## src/sv/gibt_pkg.sv

```systemverilog
`default_nettype none

package gibt_pkg;

    localparam int COORD_BITS = 13;
    localparam int LOST_BITS  = 9;
    localparam int INTER_BITS = 2 * COORD_BITS;
    localparam int UNION_BITS = 2 * COORD_BITS + 1;
    localparam int PROD_BITS  = INTER_BITS + UNION_BITS;

    localparam logic [LOST_BITS-1:0]  LOST_MAX = '1;
    localparam logic [UNION_BITS-1:0] IOU_ONE  = UNION_BITS'(65536);

    localparam logic [1:0] OP_EPOCH = 2'd0;
    localparam logic [1:0] OP_START = 2'd1;
    localparam logic [1:0] OP_DET   = 2'd2;
    localparam logic [1:0] OP_END   = 2'd3;

    localparam logic [1:0] ST_OK        = 2'd0;
    localparam logic [1:0] ST_INVALID   = 2'd1;
    localparam logic [1:0] ST_EXHAUSTED = 2'd2;

    localparam logic [1:0] REG_THRESHOLD = 2'd0;
    localparam logic [1:0] REG_MAX_LOST  = 2'd1;
    localparam logic [1:0] REG_MAX_TRK   = 2'd2;

    typedef struct packed {
        logic [1:0]            opcode;
        logic                  source_gap;
        logic [7:0]            detection_count;
        logic [COORD_BITS-1:0] box_x;
        logic [COORD_BITS-1:0] box_y;
        logic [COORD_BITS-1:0] box_w;
        logic [COORD_BITS-1:0] box_h;
        logic [63:0]           epoch;
    } in_item_t;

    typedef struct packed {
        logic [1:0]  status;
        logic [31:0] track_id;
        logic        new_track;
        logic [6:0]  live_tracks;
    } res_item_t;

    typedef struct packed {
        logic [15:0] iou_threshold;
        logic [7:0]  max_lost_frames;
        logic [6:0]  max_tracks;
    } cfg_t;

    typedef struct packed {
        logic [COORD_BITS-1:0] box_x;
        logic [COORD_BITS-1:0] box_y;
        logic [COORD_BITS-1:0] box_w;
        logic [COORD_BITS-1:0] box_h;
        logic [31:0]           ident;
        logic [LOST_BITS-1:0]  lost;
    } entry_t;

    typedef struct packed {
        logic       load;
        logic       epoch_clr;
        logic       start_apply;
        logic       idx_clr;
        logic       idx_inc;
        logic       rd;
        logic       pass_fe;
        logic       pass_wr;
        logic       fe_finish;
        logic       best_upd;
        logic       wr_match;
        logic       wr_new;
        logic       set_fault;
        logic       finish;
        logic [1:0] status;
    } cmd_t;

    typedef struct packed {
        logic [1:0] op;
        logic       epoch_zero;
        logic       faulted;
        logic       cfg_bad;
        logic       count_over;
        logic       gap;
        logic       idx_end;
        logic       idx_masked;
        logic       best_found;
        logic       table_full;
    } sts_t;

endpackage

`default_nettype wire

```

## src/sv/gibt_ctrl.sv

```systemverilog
`default_nettype none

module gibt_ctrl
    import gibt_pkg::*;
(
    input  wire logic clk,
    input  wire logic rst_n,
    input  wire logic start,
    input  wire sts_t sts,
    output logic      busy,
    output cmd_t      cmd
);

    typedef enum logic [11:0] {
        S_IDLE    = 12'b0000_0000_0001,
        S_DECIDE  = 12'b0000_0000_0010,
        S_P_RD    = 12'b0000_0000_0100,
        S_P_WR    = 12'b0000_0000_1000,
        S_SC_RD   = 12'b0000_0001_0000,
        S_SC_OVL  = 12'b0000_0010_0000,
        S_SC_MUL  = 12'b0000_0100_0000,
        S_SC_UNI  = 12'b0000_1000_0000,
        S_SC_PROD = 12'b0001_0000_0000,
        S_SC_CMP  = 12'b0010_0000_0000,
        S_COMMIT  = 12'b0100_0000_0000,
        S_DONE    = 12'b1000_0000_0000
    } state_t;

    state_t     state_reg, state_next;
    logic [1:0] st_reg, st_next;
    logic       fe_reg, fe_next;

    always_comb
    begin
        state_next  = state_reg;
        st_next     = st_reg;
        fe_next     = fe_reg;
        cmd         = '0;
        cmd.pass_fe = fe_reg;
        cmd.status  = st_reg;
        case (state_reg)
            S_IDLE:
            begin
                if (start)
                begin
                    cmd.load   = 1'b1;
                    st_next    = ST_OK;
                    state_next = S_DECIDE;
                end
            end
            S_DECIDE:
            begin
                state_next  = S_DONE;
                cmd.idx_clr = 1'b1;
                if (sts.op == OP_EPOCH)
                begin
                    if (sts.epoch_zero)
                    begin
                        st_next = ST_INVALID;
                    end
                    else
                    begin
                        cmd.epoch_clr = 1'b1;
                    end
                end
                else if (sts.faulted)
                begin
                    st_next = ST_EXHAUSTED;
                end
                else if (sts.cfg_bad)
                begin
                    st_next = ST_INVALID;
                end
                else if (sts.op == OP_START)
                begin
                    if (sts.count_over)
                    begin
                        st_next = ST_EXHAUSTED;
                    end
                    else
                    begin
                        cmd.start_apply = 1'b1;
                        fe_next         = 1'b0;
                        if (sts.gap)
                        begin
                            state_next = S_P_RD;
                        end
                    end
                end
                else if (sts.op == OP_DET)
                begin
                    state_next = S_SC_RD;
                end
                else
                begin
                    fe_next    = 1'b1;
                    state_next = S_P_RD;
                end
            end
            S_P_RD:
            begin
                if (sts.idx_end)
                begin
                    cmd.fe_finish = fe_reg;
                    state_next    = S_DONE;
                end
                else
                begin
                    cmd.rd     = 1'b1;
                    state_next = S_P_WR;
                end
            end
            S_P_WR:
            begin
                cmd.pass_wr = 1'b1;
                cmd.idx_inc = 1'b1;
                state_next  = S_P_RD;
            end
            S_SC_RD:
            begin
                if (sts.idx_end)
                begin
                    state_next = S_COMMIT;
                end
                else if (sts.idx_masked)
                begin
                    cmd.idx_inc = 1'b1;
                end
                else
                begin
                    cmd.rd     = 1'b1;
                    state_next = S_SC_OVL;
                end
            end
            S_SC_OVL:  state_next = S_SC_MUL;
            S_SC_MUL:  state_next = S_SC_UNI;
            S_SC_UNI:  state_next = S_SC_PROD;
            S_SC_PROD: state_next = S_SC_CMP;
            S_SC_CMP:
            begin
                cmd.best_upd = 1'b1;
                cmd.idx_inc  = 1'b1;
                state_next   = S_SC_RD;
            end
            S_COMMIT:
            begin
                if (sts.best_found)
                begin
                    cmd.wr_match = 1'b1;
                end
                else if (sts.table_full)
                begin
                    cmd.set_fault = 1'b1;
                    st_next       = ST_EXHAUSTED;
                end
                else
                begin
                    cmd.wr_new = 1'b1;
                end
                state_next = S_DONE;
            end
            S_DONE:
            begin
                cmd.finish = 1'b1;
                state_next = S_IDLE;
            end
            default:
            begin
                state_next = S_IDLE;
            end
        endcase
    end

    always_ff @(posedge clk or negedge rst_n)
    begin
        if (!rst_n)
        begin
            state_reg <= S_IDLE;
            st_reg    <= ST_OK;
            fe_reg    <= 1'b0;
        end
        else
        begin
            state_reg <= state_next;
            st_reg    <= st_next;
            fe_reg    <= fe_next;
        end
    end

    assign busy = (state_reg != S_IDLE);

endmodule

`default_nettype wire
```

## config.mk

```make
export PLATFORM = sky130hd
export DESIGN_NAME = gibt_ctrl
export DESIGN_NICKNAME = d
export VERILOG_FILES = /design/src/sv/gibt_pkg.sv /design/src/sv/gibt_ctrl.sv
export SDC_FILE = /design/constraint.sdc
export NUM_CORES = 1
export LEC_CHECK = 0
export BUFFER_PORTS_ARGS = -buffer_cell sky130_fd_sc_hd__buf_2
export CAP_MARGIN = 20
export CELL_PAD_IN_SITES_DETAIL_PLACEMENT = 1
export CELL_PAD_IN_SITES_GLOBAL_PLACEMENT = 1
export CORE_UTILIZATION = 42
export CTS_BUF_LIST = sky130_fd_sc_hd__clkbuf_2 sky130_fd_sc_hd__clkbuf_4 sky130_fd_sc_hd__clkbuf_8
export CTS_CLUSTER_DIAMETER = 200
export DETAILED_ROUTE_END_ITERATION = 8
export PLACE_DENSITY = 0.95
export SLEW_MARGIN = 20
export SYNTH_ARGS = -nofsm -noshare
export SYNTH_HDL_FRONTEND = slang
export SYNTH_SLANG_ARGS = --single-unit
```

## constraint.sdc

```tcl
create_clock -name clk -period 3.2 [get_ports clk]
set_input_delay 0.32 -clock clk [delete_from_list [all_inputs] [get_ports clk]]
set_output_delay 0.32 -clock clk [all_outputs]
set_load 0.01 [all_outputs]
```

=== Word level (Yosys, flattened, before mapping) ===
Cells that the tools add are included.

* Register bits: 15
* Bits of input ports: 14
* Output and inout bits: 17
* Logic and storage cells: 87

* Equality and inequality tests: 24
* Multiplexer cells: 51
* Bitwise operators: 3
* Reductions and logical operators: 6

{| class="wikitable"
|+ Operators by type and width
! kind !! number
|-
| case mux 12 bit (11 select lines) || 1
|-
| two-way mux 12 bit || 10
|-
| two-way mux 1 bit || 23
|-
| two-way mux 2 bit || 11
|-
| equality test 12 x 1 -> 1 bit (second input constant) || 1
|-
| equality test 12 x 10 -> 1 bit (second input constant) || 1
|-
| equality test 12 x 11 -> 1 bit (second input constant) || 1
|-
| equality test 12 bit (second input constant) || 1
|-
| equality test 12 x 2 -> 1 bit (second input constant) || 1
|-
| equality test 12 x 3 -> 1 bit (second input constant) || 1
|-
| equality test 12 x 4 -> 1 bit (second input constant) || 1
|-
| equality test 12 x 5 -> 1 bit (second input constant) || 1
|-
| equality test 12 x 6 -> 1 bit (second input constant) || 1
|-
| equality test 12 x 7 -> 1 bit (second input constant) || 1
|-
| equality test 12 x 8 -> 1 bit (second input constant) || 1
|-
| equality test 12 x 9 -> 1 bit (second input constant) || 1
|-
| != test 12 x 1 -> 1 bit (second input constant) || 1
|-
| != test 2 bit (second input constant) || 5
|-
| != test 5 bit (second input constant) || 2
|-
| AND reduction 7 bit || 1
|-
| two-way mux 3 bit || 2
|-
| != test 3 bit (second input constant) || 2
|-
| case mux 2 bit (3 select lines) || 1
|-
| AND reduction 6 bit || 1
|-
| 9 further kinds || 12
|}

=== Longest topological paths before layout ===
* Word-level depth: 7
* Mapped depth: 6
* Gate-level depth less buffers: 5

=== Worst setup path after synthesis ===
Ideal clock, no wire load.

* Path type: reg-to-reg
* Start: register state_reg[7]
* End: register st_reg[1]
* Setup time: 0.125 ns
* Arrival: 1.720 ns
* Required time: 3.075 ns
* Setup slack: 1.355 ns
* Cell stages (with the launch flop): 6
* Path through: dfrtp_1 > nor4_4 > nand2_1 > a311o_1 > nor3_2 > mux2_4

* Cells in the longest elaborated chain, start to end: 3

{| class="wikitable"
|+ RTL lines
! item !! RTL line !! RTL
|-
| from (decl) || gibt_ctrl.sv:29 || <nowiki>state_t state_reg, state_next;</nowiki>
|-
| from (signal assigned) || gibt_ctrl.sv:184 || <nowiki>state_reg <= state_next;</nowiki>
|-
| equality test 12 x 2 -> 1 bit, or another cell as far along || gibt_ctrl.sv:41 || <nowiki>case (state_reg)</nowiki>
|-
| != test 5 bit (no line), or another cell as far along || -- ||
|-
| AND reduction 7 bit (no line) || -- ||
|-
| to (signal assigned) || gibt_ctrl.sv:185 || <nowiki>st_reg <= st_next;</nowiki>
|-
| to (decl) || gibt_ctrl.sv:30 || <nowiki>logic [1:0] st_reg, st_next;</nowiki>
|}

Several ways; a longest one is shown, not always the timed one.
A chain may end at the register's enable or synchronous reset.

==> metrics.md <==
| Metric | Value |
|---|---|
| Status | finished, final reports clean |
| Final hold slack | 0.2017 ns |
| Top Ports | 31 |
| Post CTS Setup Buffer Count | 0 |
| Clk_skew | 0.003010 ns |
| Vias in the first global route | ~1.1k |
| Initial core utilization | 0.4612 |
| Htree depth | 1 |
| FF-to-FF path depth | 5 |
| Synth area leaders | dfrtp_1 33%, nor4_4 6.1%, nor2_1 5.4% |
| Leakage | 0.6414 nW |
| # DRC | 0 |
| Crit path max fanout | 6 |
| Via count | 1090 |
| Slowest stage cell, crit path | or4_1 |
| Avg Cell Area, Syn | between 8 and 9 um^2 |
| Root buf cell | clkbuf_4 |
| Critical Path RT | 2.88 ns |
| Maximum clock frequency | 404.4 MHz |
| Max stage delay on crit path | 0.62 ns |
| Net count of the mapped netlist | 133 |
| Hold wc startpoint | start |
| Sequential area share after synthesis | 0.3588 |
| RSZ-0062 raised after global routing | false |
| FF+latch count, synth | 15 |
| Worst reg2reg setup slack | approximately 1.1 ns |
| Tot GR Track Use | 0.2815 |
| Post-Syn Area | 0.001050 mm^2 |
| Die H | 52.00 um |
| Rows | 17 |
| Number of flip-flops in the largest register | 12 |
| Resize count post-CTS | 0 |
| Initial antenna violation count | 0 |
| Initial DRC Count | 14 |
| Yosys warning count | 0 |
| Post-synth EDFFs | 0 |
| CP Data Arrival Time | between 2 and 2.5 ns |
| Final Critical Period | 2.473 ns |
| GP Congestion | ~0.84 |
| Antenna-violating nets left | 0 |
| Post-synth cell types | between 40 and 50 |
| Largest area contributor in the netlist | dfrtp_1 |
| CTS tree | built |
| Share of layout cells above drive strength 1 | 0.2980 |
| WHS Endpoint | state_reg[0] |
| Core Box Area | 0.002276 mm^2 |
| Crit path launch type | flop |
| Fin crit share | 0.7728 |
| Share of synthesized registers carrying an async set or reset | 1.000 |
| Clock tree buffer depth | 2 |
| Post-Route WL | 3.290 mm |
| Peak supply drop | 363.3 uV |
| Yosys top cell area share | 0.3337 |
| Clk slew on worst S/H paths | 0.09 ns |
| Worst skew pair latency | 0.29 ns |
| FF-to-FF Start | state_reg[7] |
| Largest net degree at the start of global routing | 16 |
| Area Overhead vs Synth | 18.95% |
| Critical-path cell list | or4_1, nor2_1, nand4bb_1, nand3_1, buf_2 |
| Primary FF master, synth | dfrtp_1 |
| Setup CP Type | reg2out |
| Hold Path Class | in2reg |
| Final net count | 166 |
| GR Overflow Total | 0 |
| TritonRoute pass-1 iters | 4 |
| N_diodes | 0 |
| Global-route wire length before repair | 5.333 mm |
| Horiz. Die Dim | 52.00 um |
| Die area | between 0.002 and 0.003 mm^2 |
| Slew @ Worst Pin | 0.4898 ns |
| Max-slew headroom | 0.6650 |
| Drt via density | 6.089 |
| Post-Route Setup TNS | 0 ns |
| Depth of the worst hold-timing path | 2 |
| Final Instance Area | 0.001249 mm^2 |
| Number of I/O port buffers | 30 |
| Max cap viols | 0 |
| Total CTS buffers | 3 |
| Placed inst area | 0.001211 mm^2 |
| Final Hold Fails | 0 |
| Hpwl dp | about 2.5 mm |
| Mapped Cells | 119 |
| FF-to-FF End | st_reg[1] |
| Slew Limit Fails | 0 |
| Drt wl/cell | 18.38 um |
| Final setup viols | 0 |
| Critical path capture point type | primary output |
| Clock sink count | 15 |
| Power Dens Cells | 558.9 mW/mm^2 |
## through the flow
stage,setup WS (ns),power (W),instances,util
4_1_cts,0.7296,0.0007008,179,0.5487
6_report,0.7269,0.0006979,179,0.5487
2_1_floorplan,1.355,0.0004968,119,-
3_3_place_gp,1.167,0.0005658,174,0.5322
5_1_grt,0.6103,0.0007405,179,0.5487
3_5_place_dp,1.065,0.0005845,174,0.5322
## routing by layer
| metal | GRT usage | part of all wire | routed length (um) |
|---|---|---|---|
| met1 | 0.3260 | 0.41 | 1344 |
| met4 | 0.1802 | 0.043 | 140 |
| met2 | 0.4957 | 0.50 | 1659 |
| met3 | 0.01754 | 0.044 | 145 |
| met5 | 0 | 0 | 0 |
## where the power goes
part | leakage (nW) | total (W) | switching [W] | internal (W)
sequential | 0.204 | 0.000269 | 0.0000457 | 0.000223
combinational | 0.420 | 0.000318 | 0.000181 | 0.000137
clock | 0.0177 | 0.000111 | 0.0000643 | 0.0000466
total | 0.641 | 0.000698 | 0.000291 | 0.000407
## cell families after synthesis
family / count (synthesis) / synth area share
and+or+nand+nor: 70 / 0.4207
AOI/OAI and AO/OA: 18 / 0.1299
xor gates and xnor gates: 1 / 0.008345
buffers and inverters: 13 / 0.05840
muxes: 2 / 0.02383
DFF: 15 / 0.3588
## worst max-delay path by stage
stage / from / end / slack (ns) / cells past startpoint
3_5_place_dp: state_reg[7] / cmd[11] / 1.06 / 5
2_1_floorplan: state_reg[7] / st_reg[1] / 1.35 / 5
4_1_cts: state_reg[7] / cmd[11] / 0.73 / 5
5_1_grt: state_reg[9] / cmd[10] / 0.61 / 5
3_3_place_gp: state_reg[7] / st_reg[1] / 1.17 / 5
6_report: state_reg[7] / cmd[11] / 0.73 / 5
## worst max-delay path: cells and delay by family, from the launching register on
| family | cells | cell delay (ns) |
|---|---|---|
| simple gates | 4 | 1.25 |
| flops | 1 | 0.47 |
| buf+inv | 1 | 0.14 |
## Yosys cell counts (2+ instances only)
master	count
nor2_1	15
dfrtp_1	14
inv_1	10
nand2_1	10
nor2b_1	7
nor3_1	7
nand3_1	4
nand4_1	4
nand4b_1	3
nor3b_1	3
nor4_4	3
o21ai_0	3
o31ai_1	3
nor3_2	2
nor4_1	2
nor4b_1	2
o41ai_1	2
or2_2	2
## final cells by class
cell class	instances	area (um^2)
Inverter	10	37.54
Multi-Input combinational cell	91	611.8
Timing Repair Buffer	31	160.2
Clock inverter	1	5.005
Clock buffer	3	22.52
Tap cell	28	35.03
Sequential cell	15	376.6
Fill cell	272	1027
## layout by cell type, fill, tap and decap left out, drive strengths merged, types with 2 or more instances in the layout
cell,instances
buf,30
nor2,15
dfrtp,14
nand2,10
inv,10
nor3,9
nor2b,7
nor4,5
nand4,4
nand3,4
nand4b,3
nor3b,3
o31ai,3
o21ai,3
clkbuf,3
nor4b,2
or2,2
o41ai,2
## timing repair
item	4_1_cts	5_1_grt
hold buffers	1	0
endpoints found under the setup margin	0	0
hold endpoints to repair	14	0
Note: power is estimated with default switching activity, not from simulation.
